`src/hw/rtl/u8d_pkg.sv`:
```
// Shared types and constants of the UTF-8 to UTF-32 decoder.
package u8d_pkg;

    typedef enum logic [1:0] {
        PH_WRITING  = 2'd0,
        PH_COUNTING = 2'd1,
        PH_DISCARD  = 2'd2
    } phase_t;

    typedef enum logic [2:0] {
        ST_CHAR      = 3'd0,
        ST_CHAR_DONE = 3'd1,
        ST_ERROR     = 3'd2,
        ST_FULL      = 3'd3,
        ST_REQ_LEN   = 3'd4
    } status_t;

    localparam int CFG_INDEX_BITS = 2;
    localparam logic [CFG_INDEX_BITS-1:0] CFG_STOP_AT_NUL     = 2'd0;
    localparam logic [CFG_INDEX_BITS-1:0] CFG_OUT_LIMIT       = 2'd1;
    localparam logic [CFG_INDEX_BITS-1:0] CFG_COUNT_WHEN_FULL = 2'd2;

    localparam logic [7:0] LEAD_ASCII_END = 8'h80;
    localparam logic [7:0] LEAD_2_MIN     = 8'hC2;
    localparam logic [7:0] LEAD_3_MIN     = 8'hE0;
    localparam logic [7:0] LEAD_4_MIN     = 8'hF0;
    localparam logic [7:0] LEAD_4_MAX     = 8'hF4;

    // Range checks on (lead << 6) + second byte
    localparam logic [13:0] T3_MIN      = 14'h38A0;
    localparam logic [13:0] T3_SURR_LO  = 14'h3BE0;
    localparam logic [13:0] T3_SURR_HI  = 14'h3BFF;
    localparam logic [13:0] T4_MIN      = 14'h3C90;
    localparam logic [13:0] T4_MAX      = 14'h3D8F;

    typedef struct packed {
        logic        stop_at_nul;
        logic [31:0] out_limit;
        logic        count_when_full;
    } cfg_t;

    typedef struct packed {
        logic [7:0] in_byte;
        logic       is_last;
    } item_t;

    typedef struct packed {
        logic        valid;
        logic [20:0] code_point;
        status_t     status;
        logic [32:0] count;
        logic [31:0] offset;
        logic        done_res;
    } res_t;

endpackage

```
`src/hw/rtl/u8d_ifs.sv`:
```
// Channel interfaces: byte input, decoded output and configuration write.
interface u8d_in_if;
    logic       valid;
    logic       ready;
    logic [7:0] in_byte;
    logic       is_last;

    modport source (output valid, output in_byte, output is_last, input ready);
    modport sink   (input valid, input in_byte, input is_last, output ready);
endinterface

interface u8d_out_if;
    logic        valid;
    logic        ready;
    logic [20:0] code_point;
    logic [2:0]  status;
    logic [32:0] count;
    logic [31:0] offset;
    logic        done_res;

    modport source (output valid, output code_point, output status, output count,
                    output offset, output done_res, input ready);
    modport sink   (input valid, input code_point, input status, input count,
                    input offset, input done_res, output ready);
endinterface

interface u8d_cfg_if;
    logic        valid;
    logic        ready;
    logic [1:0]  index;
    logic [31:0] data;

    modport source (output valid, output index, output data, input ready);
    modport sink   (input valid, input index, input data, output ready);
endinterface

```
`src/hw/rtl/u8d_core.sv`:
```
// Decoder state and the per-byte decode, validation and counting logic.
module u8d_core #(
    parameter int COUNT_BITS = 32
) (
    input  logic           clk,
    input  logic           rst_n,
    input  logic           step,
    input  u8d_pkg::item_t item,
    input  u8d_pkg::cfg_t  cfg,
    output u8d_pkg::res_t  res
);
    import u8d_pkg::*;

    localparam int CB = COUNT_BITS;
    localparam int WB = (COUNT_BITS < 64) ? COUNT_BITS + 1 : 64;
    localparam int MW = (COUNT_BITS > 32) ? COUNT_BITS : 32;

    phase_t          phase_reg, phase_next;
    logic [1:0]      pend_reg, pend_next;
    logic [1:0]      lead_reg, lead_next;
    logic [20:0]     acc_reg, acc_next;
    logic [CB-1:0]   seq_reg, seq_next;
    logic [CB-1:0]   off_reg, off_next;
    logic [CB-1:0]   cw_reg, cw_next;
    logic [WB-1:0]   cc_reg, cc_next;
    logic [CB-1:0]   resume_reg, resume_next;

    logic [7:0]      b;
    logic            ends;
    logic            discard;
    logic            pend_z;
    logic [CB-1:0]   seq_eff;
    logic [CB-1:0]   off_inc;
    logic [13:0]     t3;
    logic [13:0]     t4;
    logic            dec_err;
    logic            have;
    logic [20:0]     cp;
    logic [1:0]      pend_d;
    logic [1:0]      lead_d;
    logic [20:0]     acc_d;
    logic            writing;
    logic            full_before;
    logic            do_write;
    logic [CB-1:0]   cw_inc;
    logic            hits;
    logic [WB-1:0]   cc_base;
    logic [WB-1:0]   cc_inc;
    logic [CB-1:0]   resume_eff;

    assign b        = item.in_byte;
    assign ends     = cfg.stop_at_nul ? (b == 8'h00) : item.is_last;
    assign discard  = (phase_reg != PH_WRITING) && (phase_reg != PH_COUNTING);
    assign pend_z   = (pend_reg == 2'd0);
    assign seq_eff  = pend_z ? off_reg : seq_reg;
    assign off_inc  = off_reg + CB'(1);
    assign t3       = {(8'hE0 | acc_reg[7:0]), 6'b0} + {6'b0, b};
    assign t4       = {(8'hF0 | acc_reg[7:0]), 6'b0} + {6'b0, b};

    assign writing     = (phase_reg == PH_WRITING);
    assign full_before = MW'(cw_reg) >= MW'(cfg.out_limit);
    assign do_write    = writing && !full_before;
    assign cw_inc      = cw_reg + CB'(1);
    assign hits        = MW'(cw_inc) == MW'(cfg.out_limit);
    assign cc_base     = writing ? WB'(cw_reg) : cc_reg;
    assign cc_inc      = cc_base + WB'(1);
    assign resume_eff  = writing ? seq_eff : resume_reg;

    // Byte classification and sequence assembly
    always_comb
    begin
        dec_err = 1'b0;
        have    = 1'b0;
        cp      = '0;
        pend_d  = pend_reg;
        lead_d  = lead_reg;
        acc_d   = acc_reg;
        if (pend_z)
        begin
            if (b < LEAD_ASCII_END)
            begin
                cp   = {13'b0, b};
                have = 1'b1;
            end
            else if (b < LEAD_2_MIN)
            begin
                dec_err = 1'b1;
            end
            else if (b < LEAD_3_MIN)
            begin
                lead_d = 2'd1;
                pend_d = 2'd1;
                acc_d  = {16'b0, b[4:0]};
            end
            else if (b < LEAD_4_MIN)
            begin
                lead_d = 2'd2;
                pend_d = 2'd2;
                acc_d  = {17'b0, b[3:0]};
            end
            else if (b <= LEAD_4_MAX)
            begin
                lead_d = 2'd3;
                pend_d = 2'd3;
                acc_d  = {18'b0, b[2:0]};
            end
            else
            begin
                dec_err = 1'b1;
            end
        end
        else if (b[7:6] != 2'b10)
        begin
            dec_err = 1'b1;
        end
        else
        begin
            // first continuation of a 3- or 4-byte form: reject overlong,
            // surrogate and out-of-range values
            if (pend_reg == lead_reg && lead_reg >= 2'd2)
            begin
                if (lead_reg == 2'd2)
                begin
                    if (t3 < T3_MIN || (t3 >= T3_SURR_LO && t3 <= T3_SURR_HI))
                        dec_err = 1'b1;
                end
                else
                begin
                    if (t4 < T4_MIN || t4 > T4_MAX)
                        dec_err = 1'b1;
                end
            end
            if (!dec_err)
            begin
                acc_d  = {acc_reg[14:0], b[5:0]};
                pend_d = pend_reg - 2'd1;
                if (pend_reg == 2'd1)
                begin
                    cp   = {acc_reg[14:0], b[5:0]};
                    have = 1'b1;
                end
            end
        end
        if (!dec_err && !have && ends)
            dec_err = 1'b1;
    end

    // Next state
    always_comb
    begin
        logic clear;
        clear       = 1'b0;
        phase_next  = phase_reg;
        pend_next   = pend_reg;
        lead_next   = lead_reg;
        acc_next    = acc_reg;
        seq_next    = seq_reg;
        off_next    = off_reg;
        cw_next     = cw_reg;
        cc_next     = cc_reg;
        resume_next = resume_reg;
        if (step)
        begin
            if (discard)
            begin
                clear = ends;
            end
            else
            begin
                off_next = off_inc;
                seq_next = seq_eff;
                if (dec_err)
                begin
                    clear      = ends;
                    phase_next = PH_DISCARD;
                    pend_next  = 2'd0;
                end
                else if (!have)
                begin
                    pend_next = pend_d;
                    lead_next = lead_d;
                    acc_next  = acc_d;
                end
                else
                begin
                    pend_next = 2'd0;
                    lead_next = 2'd0;
                    acc_next  = '0;
                    if (do_write)
                    begin
                        cw_next = cw_inc;
                        clear   = ends;
                        if (hits)
                        begin
                            if (cfg.count_when_full)
                            begin
                                phase_next  = PH_COUNTING;
                                resume_next = off_inc;
                                cc_next     = WB'(cw_inc);
                            end
                            else
                            begin
                                phase_next = PH_DISCARD;
                            end
                        end
                    end
                    else
                    begin
                        phase_next  = PH_COUNTING;
                        resume_next = resume_eff;
                        cc_next     = cc_inc;
                        clear       = ends;
                    end
                end
            end
        end
        if (clear)
        begin
            phase_next  = PH_WRITING;
            pend_next   = '0;
            lead_next   = '0;
            acc_next    = '0;
            seq_next    = '0;
            off_next    = '0;
            cw_next     = '0;
            cc_next     = '0;
            resume_next = '0;
        end
    end

    // Result of this byte
    always_comb
    begin
        res.valid      = 1'b0;
        res.code_point = '0;
        res.status     = ST_CHAR;
        res.count      = '0;
        res.offset     = '0;
        res.done_res   = 1'b0;
        if (!discard)
        begin
            if (dec_err)
            begin
                res.valid    = 1'b1;
                res.status   = ST_ERROR;
                res.count    = 33'(cw_reg);
                res.offset   = 32'(seq_eff);
                res.done_res = ends;
            end
            else if (have && do_write)
            begin
                res.valid      = 1'b1;
                res.code_point = cp;
                res.count      = 33'(cw_inc);
                res.offset     = 32'(off_inc);
                if (ends)
                begin
                    res.status   = ST_CHAR_DONE;
                    res.done_res = 1'b1;
                end
                else if (hits && !cfg.count_when_full)
                begin
                    res.status = ST_FULL;
                    res.count  = 33'(cfg.out_limit) + 33'd1;
                end
            end
            else if (have && ends)
            begin
                res.valid    = 1'b1;
                res.status   = ST_REQ_LEN;
                res.count    = 33'(cc_inc);
                res.offset   = 32'(resume_eff);
                res.done_res = 1'b1;
            end
        end
    end

    always_ff @(posedge clk or negedge rst_n)
    begin
        if (!rst_n)
        begin
            phase_reg  <= PH_WRITING;
            pend_reg   <= '0;
            lead_reg   <= '0;
            acc_reg    <= '0;
            seq_reg    <= '0;
            off_reg    <= '0;
            cw_reg     <= '0;
            cc_reg     <= '0;
            resume_reg <= '0;
        end
        else
        begin
            phase_reg  <= phase_next;
            pend_reg   <= pend_next;
            lead_reg   <= lead_next;
            acc_reg    <= acc_next;
            seq_reg    <= seq_next;
            off_reg    <= off_next;
            cw_reg     <= cw_next;
            cc_reg     <= cc_next;
            resume_reg <= resume_next;
        end
    end

    a_done_clears: assert property (@(posedge clk) disable iff (!rst_n)
        step && res.valid && res.done_res |=> phase_reg == PH_WRITING && off_reg == '0)
        else $error("string end did not clear decoder state");

    a_err_discards: assert property (@(posedge clk) disable iff (!rst_n)
        step && res.valid && res.status == ST_ERROR && !res.done_res
        |=> phase_reg == PH_DISCARD)
        else $error("error inside string did not enter discard");

    a_pend_le_lead: assert property (@(posedge clk) disable iff (!rst_n)
        pend_reg <= lead_reg)
        else $error("pending count exceeds sequence length");

    a_full_mode: assert property (@(posedge clk) disable iff (!rst_n)
        step && res.valid && res.status == ST_FULL |-> !cfg.count_when_full
        ##1 phase_reg == PH_DISCARD)
        else $error("full stop in count mode or without discard");

endmodule

```
`src/hw/rtl/utf8_to_utf32_decoder_unit.sv`:
```
// Top level of the UTF-8 to UTF-32 decoder: config, input and output registers.
//
// Channels: "bytes" takes one UTF-8 byte per beat (in_byte, is_last); "chars"
// delivers at most one result per byte (code_point, status, count, offset,
// done_res); "cfg" writes stop_at_nul (index 0), out_limit (1) and
// count_when_full (2) and is always ready. Write config only while idle.
// A byte taken into the input register is decoded as it advances; its result,
// if any, is loaded into the output register and shown from then on.
// Throughput: one byte per cycle while the output is not stalled; the decode and
// the counter add/compare on the COUNT_BITS-wide counters sit between the input
// and output registers. Bytes that make no result (leading and middle bytes of a
// sequence, bytes discarded after an error or full stop) still take a step each.
// Reset: registers return to stop_at_nul 1, out_limit 0, count_when_full 0,
// and the decoder starts a new string. When the receiver stalls, the output
// register holds its beat, the input register fills, and then bytes.ready
// drops until a result is taken.
module utf8_to_utf32_decoder_unit #(
    parameter int COUNT_BITS = 32
) (
    input  logic      clk,
    input  logic      rst_n,
    u8d_in_if.sink    bytes,
    u8d_out_if.source chars,
    u8d_cfg_if.sink   cfg
);
    import u8d_pkg::*;

    cfg_t        cfg_reg;
    logic        in_vld_reg;
    item_t       in_item_reg;
    logic        out_vld_reg;
    res_t        out_res_reg;
    res_t        res;
    logic        advance;

    assign advance     = in_vld_reg && (!out_vld_reg || chars.ready);
    assign bytes.ready = !in_vld_reg || advance;
    assign cfg.ready   = 1'b1;

    always_ff @(posedge clk or negedge rst_n)
    begin
        if (!rst_n)
        begin
            cfg_reg.stop_at_nul     <= 1'b1;
            cfg_reg.out_limit       <= '0;
            cfg_reg.count_when_full <= 1'b0;
        end
        else if (cfg.valid)
        begin
            case (cfg.index)
                CFG_STOP_AT_NUL:     cfg_reg.stop_at_nul     <= cfg.data[0];
                CFG_OUT_LIMIT:       cfg_reg.out_limit       <= cfg.data;
                CFG_COUNT_WHEN_FULL: cfg_reg.count_when_full <= cfg.data[0];
                default:             ;
            endcase
        end
    end

    // Input register
    always_ff @(posedge clk or negedge rst_n)
    begin
        if (!rst_n)
            in_vld_reg <= 1'b0;
        else if (bytes.ready)
            in_vld_reg <= bytes.valid;
    end

    always_ff @(posedge clk)
    begin
        if (bytes.valid && bytes.ready)
        begin
            in_item_reg.in_byte <= bytes.in_byte;
            in_item_reg.is_last <= bytes.is_last;
        end
    end

    u8d_core #(
        .COUNT_BITS (COUNT_BITS)
    ) u_core (
        .clk   (clk),
        .rst_n (rst_n),
        .step  (advance),
        .item  (in_item_reg),
        .cfg   (cfg_reg),
        .res   (res)
    );

    // Output register: load on advance, drop when taken
    always_ff @(posedge clk or negedge rst_n)
    begin
        if (!rst_n)
            out_vld_reg <= 1'b0;
        else if (advance)
            out_vld_reg <= res.valid;
        else if (chars.ready)
            out_vld_reg <= 1'b0;
    end

    always_ff @(posedge clk)
    begin
        if (advance && res.valid)
            out_res_reg <= res;
    end

    assign chars.valid      = out_vld_reg;
    assign chars.code_point = out_res_reg.code_point;
    assign chars.status     = out_res_reg.status;
    assign chars.count      = out_res_reg.count;
    assign chars.offset     = out_res_reg.offset;
    assign chars.done_res   = out_res_reg.done_res;

endmodule
```
`src/flat_wrapper.sv`:
```
// flat-port wrapper written by rule: the top's interface ports become plain ports
module utf8_to_utf32_decoder_unit_flat import u8d_pkg::*;
#(
    parameter int COUNT_BITS = 32
)
  (clk, rst_n, bytes_valid, bytes_in_byte, bytes_is_last, bytes_ready, chars_valid, chars_code_point, chars_status, chars_count, chars_offset, chars_done_res, chars_ready, cfg_valid, cfg_index, cfg_data, cfg_ready);
  u8d_in_if bytes_i ();
  u8d_out_if chars_i ();
  u8d_cfg_if cfg_i ();
  input  logic clk;
  input  logic rst_n;
  input wire logic [$bits(bytes_i.valid)-1:0] bytes_valid;
  input wire logic [$bits(bytes_i.in_byte)-1:0] bytes_in_byte;
  input wire logic [$bits(bytes_i.is_last)-1:0] bytes_is_last;
  output wire logic [$bits(bytes_i.ready)-1:0] bytes_ready;
  output wire logic [$bits(chars_i.valid)-1:0] chars_valid;
  output wire logic [$bits(chars_i.code_point)-1:0] chars_code_point;
  output wire logic [$bits(chars_i.status)-1:0] chars_status;
  output wire logic [$bits(chars_i.count)-1:0] chars_count;
  output wire logic [$bits(chars_i.offset)-1:0] chars_offset;
  output wire logic [$bits(chars_i.done_res)-1:0] chars_done_res;
  input wire logic [$bits(chars_i.ready)-1:0] chars_ready;
  input wire logic [$bits(cfg_i.valid)-1:0] cfg_valid;
  input wire logic [$bits(cfg_i.index)-1:0] cfg_index;
  input wire logic [$bits(cfg_i.data)-1:0] cfg_data;
  output wire logic [$bits(cfg_i.ready)-1:0] cfg_ready;
  assign bytes_i.valid = bytes_valid;
  assign bytes_i.in_byte = bytes_in_byte;
  assign bytes_i.is_last = bytes_is_last;
  assign bytes_ready = bytes_i.ready;
  assign chars_valid = chars_i.valid;
  assign chars_code_point = chars_i.code_point;
  assign chars_status = chars_i.status;
  assign chars_count = chars_i.count;
  assign chars_offset = chars_i.offset;
  assign chars_done_res = chars_i.done_res;
  assign chars_i.ready = chars_ready;
  assign cfg_i.valid = cfg_valid;
  assign cfg_i.index = cfg_index;
  assign cfg_i.data = cfg_data;
  assign cfg_ready = cfg_i.ready;
  utf8_to_utf32_decoder_unit #(.COUNT_BITS(COUNT_BITS)) u_core (.clk(clk), .rst_n(rst_n), .bytes(bytes_i), .chars(chars_i), .cfg(cfg_i));
endmodule
```
`config.mk`:
```
export PLATFORM = sky130hd
export DESIGN_NAME = utf8_to_utf32_decoder_unit_flat
export DESIGN_NICKNAME = d
export VERILOG_FILES = /design/src/hw/rtl/u8d_pkg.sv /design/src/hw/rtl/u8d_ifs.sv /design/src/hw/rtl/u8d_core.sv /design/src/hw/rtl/utf8_to_utf32_decoder_unit.sv /design/src/flat_wrapper.sv
export SDC_FILE = /design/constraint.sdc
export NUM_CORES = 1
export LEC_CHECK = 0
export BUFFER_PORTS_ARGS = -buffer_cell sky130_fd_sc_hd__buf_2
export CORE_ASPECT_RATIO = 1.5
export CORE_MARGIN = 10
export CORE_UTILIZATION = 56
export DETAILED_ROUTE_END_ITERATION = 12
export PLACE_DENSITY = 0.82
export RECOVER_POWER = 25
export SETUP_SLACK_MARGIN = 0.1
export SLEW_MARGIN = 10
export SYNTH_ARGS = -nofsm -noshare
export SYNTH_HDL_FRONTEND = slang
export SYNTH_SLANG_ARGS = --single-unit
```
`constraint.sdc`:
```
create_clock -name clk -period 8.3 [get_ports clk]
set_input_delay 0.415 -clock clk [delete_from_list [all_inputs] [get_ports clk]]
set_output_delay 0.415 -clock clk [all_outputs]
set_load 0.05 [all_outputs]
```
Word level (Yosys, flattened, before mapping)
Index checks and enable logic that the tools add are counted.
- output and inout port bits: 93
- word-level logic and storage cells: 229
- bits in registers: 317
- mux-type cells: 115
- bitwise logic cells: 1
- add/subtract/negate cells: 7
- equal/unequal tests: 25
- reduce and logical (&&, ||, !) cells: 46
- magnitude comparators: 12
- operators by type and width (kind ; number):
    2-to-1 mux 32 bit ; 22
    2-to-1 mux 33 bit ; 10
    2-to-1 mux 69 bit ; 3
    2-to-1 mux 15 bit ; 13
    2-to-1 mux 21 bit ; 6
    2-to-1 mux 91 bit ; 1
    adder 32 x 1 -> 32 bit (second input constant) ; 2
    2-to-1 mux 2 bit ; 27
    2-to-1 mux 35 bit ; 1
    adder 32 x 1 -> 33 bit (second input constant) ; 1
    adder 33 x 1 -> 33 bit (second input constant) ; 1
    equality test 32 bit ; 1
    >= comparator 32 bit ; 1
    less-than comparator 8 bit (second input constant) ; 4
    2-to-1 mux 1 bit ; 30
    less-than comparator 14 bit (second input constant) ; 2
    != test 5 x 4 -> 1 bit (second input constant) ; 4
    != test 4 x 3 -> 1 bit (second input constant) ; 4
    >= comparator 14 bit (second input constant) ; 1
    greater-than comparator 14 bit (second input constant) ; 1
    <= comparator 14 bit (second input constant) ; 1
    AND reduction 7 bit ; 2
    adder 12 x 9 -> 13 bit ; 1
    adder 11 x 9 -> 12 bit ; 1
    31 further kinds ; 66

Longest topological paths before layout
- depth after elaboration: 21
- mapped depth: 18
- mapped depth without buffers: 12

Hierarchy
Synthesis repeated with hierarchy kept, for this count alone.
- cell total of the unflattened synthesis: 2184
- area total of the unflattened synthesis: 19911.6 µm²
- by module, submodules not included (module ; area each (µm²) ; instances ; seq. area each (µm²) ; cells an instance):
    u8d_core ; 15414.8 ; 1 ; 4554.4 ; 1999
    utf8_to_utf32_decoder_unit ; 4496.8 ; 1 ; 3875.0 ; 185

Worst setup path after synthesis
Ideal clock, no wire load.
- path type: register to register
- start: register u_core.in_item_reg[7] in the netlist's numbering
- end: register u_core.out_vld_reg (netlist: u_core.chars.valid)
- required time: 8204 ps
- setup slack: 561 ps
- cell stages (with the launch flop): 11
- clock period less this slack: 7739 ps
- arrival: 7643 ps
- cells stage by stage: edfxtp_1 ha_1 fa_1 o31ai_1 xnor2_1 o22a_1 a31oi_1 o21a_1 o21ai_1 a31oi_1 or2_2
- cells in the longest elaborated chain, start to end: 19
- elaborated cells between the ends (all ways): 47
- classes of those cells: 2 x add/sub; 10 x order compare; 1 x eq/ne; 24 x mux; 10 x reduce/logical
- ends and longest elaborated chain (element ; RTL line ; source):
    from (decl) ; utf8_to_utf32_decoder_unit.sv:30 ; item_t in_item_reg;
    adder 12 x 9 -> 13 bit ; u8d_core.sv:57 ; assign t3 = {(8'hE0 | acc_reg[7:0]), 6'b0} + {6'b0, b};
    >= comparator 14 bit or <= comparator 14 bit (tied branches) ; u8d_core.sv:124 ; if (t3 < T3_MIN || (t3 >= T3_SURR_LO && t3 <= T3_SURR_HI))
    logical AND 1 bit ; u8d_core.sv:124 ;
    logical OR 1 bit ; u8d_core.sv:124 ;
    2-to-1 mux 1 bit ; u8d_core.sv:124 ;
    2-to-1 mux 1 bit ; u8d_core.sv:122 ; if (lead_reg == 2'd2)
    2-to-1 mux 1 bit ; u8d_core.sv:120 ; if (pend_reg == lead_reg && lead_reg >= 2'd2)
    2-to-1 mux 1 bit ; u8d_core.sv:112 ; else if (b[7:6] != 2'b10)
    (+2 left out) ; - ;
    2-to-1 mux 1 bit ; u8d_core.sv:112 ;
    2-to-1 mux 1 bit ; u8d_core.sv:78 ; if (pend_z)
    logical NOT 1 bit ; - ;
    logical AND 1 bit (2 in series) ; u8d_core.sv:144 ; if (!dec_err && !have && ends)
    2-to-1 mux 1 bit ; u8d_core.sv:144 ;
    2-to-1 mux 1 bit (*) ; u8d_core.sv:242 ; if (dec_err)
    2-to-1 mux 91 bit (*) ; u8d_core.sv:240 ; if (!discard)
    2-to-1 mux 1 bit (*) ; utf8_to_utf32_decoder_unit.sv:93 ; else if (advance)
    to (signal assigned) ; utf8_to_utf32_decoder_unit.sv:94 ; out_vld_reg <= res.valid;
    to (decl) ; utf8_to_utf32_decoder_unit.sv:31 ; logic out_vld_reg;
Mark *: on every way between the ends. The rest lies on a longest branch, timed or not. The select of a mux whose other input is x is not followed.
A chain may end at the register's enable or synchronous reset.

==> results.tsv <==
stage	metric	value	unit
floorplanning	die height	255	microns
hold_path	hold_sp	cfg_data[4]	
yosys	Seq/Total Area, Yosys	40.9	%
sta	Final setup viols	0	
clocking	CTS Buffer Depth	3	
clocking	total clock sinks	317	
finish	fraction of layout cells with a size suffix above 1	12.8	%
floorplanning	Initial Util	56.3	%
sta	max-slew violation count	124	
sta	final setup skew	0.0344	ns
grt	GRT Overall Usage	28.1	%
finish	Design Area, Final	22700	sq um
worst_setup_path	max incr delay on CP	3.75	ns
clocking	TritonCTS clock tree	done	
detailed_routing	DRT antenna net count	0	
yosys	Post-synth EDFFs	99	
finish	register area	8430	sq um
floorplanning	die area	45000	sq um
clocking	post_cts resized	0	
yosys	post-synth cell types	96	
detailed_routing	total number of vias	17800	
sta	fin crit share	66.3	%
run_status	status	complete, but fails checks	
yosys	top-area cell type share of the netlist area	26.3	%
floorplanning	core area	36600	sq um
worst_setup_path	Reg2Reg Depth	11	
place	area post-placement	21500	sq um
yosys	synth top area cells	dfrtp_1 26%, edfxtp_1 14%, mux2i_1 8.3%, xnor2_1 5.2%, nor2_1 4.1%	
grt	vias in the first global route	18100	
yosys	Syn Std Cell Area	20600	sq um
finish	Area growth, synth to finish	9.91	%
detailed_routing	met3 WL post-DR	4510	microns
yosys	commonest register cell after synthesis	dfrtp_1	
worst_setup_path	CP required	8.83	ns
yosys	Synth area leader	dfrtp_1	
grt	largest net degree at the start of global routing	144	
finish	nets	2322	
worst_setup_path	Max Fanout on Critical Path	90	
sta	RSZ-0062 raised after global routing	false	
clocking	CTS clk-pin slew, worst paths	0.07	ns
detailed_routing	Metal-1 WL	23300	microns
finish	Largest register FFs	34	
finish	Final Util	61.9	%
pwr	power per standard cell area	274	nW/um^2
finish	Fillers	3028	
worst_setup_path	CP max stage cell	clkbuf_1	
pwr	worst IR drop on VDD	245	uV
yosys	Async SR Flop Fraction	68.8	%
worst_setup_path	Worst Path Arrival	6.03	ns
detailed_routing	First DRT Iteration DRCs	1712	
hold_path	worst hold path type	input pin to flop	
clocking	latest clock arrival within the worst-skew pair	0.62	ns
yosys	number of synthesized register bits	317	
worst_setup_path	CP Launch Point	rst_n	
detailed_routing	DR vias/cell	6.51	
place	gpl congestion	0.974	
clocking	Post-CTS Setup Inserts	0	
detailed_routing	WL met2	32200	microns
sta	Tmin final	5.50	ns
finish	non-filler cells in the finished layout	2743	
yosys	Mapped Avg Cell Area	9.39	sq um
clocking	H-tree depth	1	
finish	multi-input logic area	11300	sq um
detailed_routing	max layer used	met5	
worst_setup_path	r2r startpoint	u_core.u_core.phase_reg[1]	
flow_run	Max Cap Viol	2	
worst_setup_path	CP startpoint kind	input pin	
sta	Slew @ Worst Pin	5.39	ns
finish	ant diodes	0	
yosys	syn nets	2282	
yosys	Gate Count Post-Synth	2194	
sta	WHS	0.0272	ns
floorplanning	Ports	141	
detailed_routing	drt pass-1 iters	8	
yosys	Ys Warns	0	
worst_setup_path	crit path cell chain	dlygate4sd3_1 -> clkbuf_1 -> buf_4	
sta	Slew headroom	-259	%
place	placed cell count	2674	
grt	antenna violations before repair	1	
clocking	CTS Hold Buffers Added	11	
floorplanning	Die X	177	microns
sta	Final Hold Viols	0	
run_status	failing checks	capacitance limit, slew limit	
sta	maximum operating frequency	182	MHz
place	PortBufs	139	
floorplanning	FP Rows	86	
clocking	root buffer cell	clkbuf_16	
grt	global-route wire length before repair	101000	microns
pwr	Pleak	9.50	nW
place	DP HPWL	43600	microns
clocking	total CTS buffers	31	
sta	sum of negative setup slack	0	ns
detailed_routing	wire per inst	23.6	microns
grt	Remaining Overflow, GRT	0	
worst_setup_path	crit end category	asynchronous set/reset pin	
worst_setup_path	Crit Path Category	input pin to asynchronous set/reset pin	
detailed_routing	total wire length	64700	microns
hold_path	worst hold stages	2	
detailed_routing	drc violations	0	
-- final timing paths --
kind	slack, ns	end
setup reg to reg	3.02	u_core.u_core.cc_reg[1]
hold / removal	0.03	u_core.cfg_reg[5]
min in group asynchronous	2.34	u_core.u_core.seq_reg[27]
hold reg to reg	0.48	u_core.u_core.acc_reg[9]
setup / recovery	2.80	u_core.u_core.phase_reg[1]
max in group clk	3.02	u_core.u_core.cc_reg[1]
-- cell usage after synthesis (7+ instances only) --
| cell type | count |
|---|---|
| nor2b_1 | 8 |
| nor3_1 | 71 |
| a22o_1 | 10 |
| mux2i_1 | 171 |
| buf_2 | 32 |
| nand2_1 | 204 |
| and3_1 | 20 |
| a22oi_1 | 23 |
| nor3b_1 | 7 |
| nor2_1 | 226 |
| xnor2_1 | 123 |
| nand3_1 | 71 |
| nor4b_1 | 16 |
| a211oi_1 | 24 |
| xor2_1 | 76 |
| inv_1 | 52 |
| or4_1 | 9 |
| nand2b_1 | 15 |
| nand4_1 | 38 |
| o211ai_1 | 11 |
| nor4_1 | 22 |
| or3_1 | 22 |
| o22ai_1 | 39 |
| or2_2 | 8 |
| a21oi_1 | 93 |
| buf_1 | 21 |
| dfrtp_1 | 217 |
| and2_1 | 18 |
| ha_1 | 39 |
| a31oi_1 | 11 |
| a21o_1 | 8 |
| o21ai_0 | 62 |
| and4_1 | 11 |
| o21a_1 | 12 |
| edfxtp_1 | 99 |
| clkbuf_1 | 111 |
| mux2_2 | 64 |
-- final cells by class --
type | instances | share of cell area, %
inverters | 53 | 0.878
clock buffers | 38 | 3.82
flip-flops and latches | 317 | 37.2
clock inverters | 20 | 1.08
repair buffers | 183 | 4.46
multi-input cells | 1648 | 49.9
well taps | 484 | 2.67
-- per-layer routing --
layer / up-vias / global-route usage (%)
met3: 276 / 4.71
met1: 8694 / 31.3
li1: 7953 / -
met5: - / 0
met4: 2 / 19.5
met2: 922 / 48.2
-- cell usage in the layout (no fill, tap or decap), types with 9 or more instances in the layout --
master           n
edfxtp_1        99
mux2i_1        171
nor4b_1         16
and4_1          11
buf_4           31
buf_2           97
clkbuf_16       33
and2_1          17
and3_1          20
a31oi_1         10
or3_1           22
o21a_1          11
or4_1            9
o21ai_0         62
nand2b_1        15
o211ai_1        11
o22ai_1         39
a22oi_1         23
a22o_1          10
nor3_1          71
nor2_1         221
xor2_1          76
dfrtp_1        216
a21oi_1         91
dlygate4sd3_1   11
nand3_1         71
ha_1            39
clkbuf_1        46
nand2_1        203
mux2_2          64
inv_1           52
nor4_1          22
xnor2_1        123
a211oi_1        24
nand4_1         38
-- power breakdown --
| part | switching [mW] | internal [mW] |
|---|---|---|
| Combinational | 1.88 | 0.661 |
| Clock | 0.670 | 0.877 |
| Sequential | 0.231 | 1.88 |
| Total | 2.78 | 3.42 |
-- critical path: cells and delay by family --
family	cells	cell delay, ns
buffers and inverters	3	5.52
-- per-stage QoR --
| stage | worst slack (ns) | total power, mW |
|---|---|---|
| 6_report | 2.80 | 6.20 |
| 2_1_floorplan | 0.561 | 3.87 |
| 3_5_place_dp | 3.18 | 4.62 |
| 5_1_grt | 1.97 | 6.42 |
| 4_1_cts | 3.15 | 6.18 |
| 3_3_place_gp | 3.25 | 4.57 |
-- cell families after synthesis --
| family | count (synthesis) | share of synthesized area [%] |
|---|---|---|
| AOI/OAI and AO/OA | 368 | 11.8 |
| xor gates and xnor gates | 204 | 9.00 |
| adders and majority gates | 41 | 2.51 |
| buffers and inverters | 229 | 4.65 |
| DFF | 317 | 40.9 |
| muxes | 235 | 11.8 |
| other | 1 | 0.0182 |
| and+or+nand+nor | 799 | 19.3 |
No activity file was read; power rests on OpenSTA's default activity.
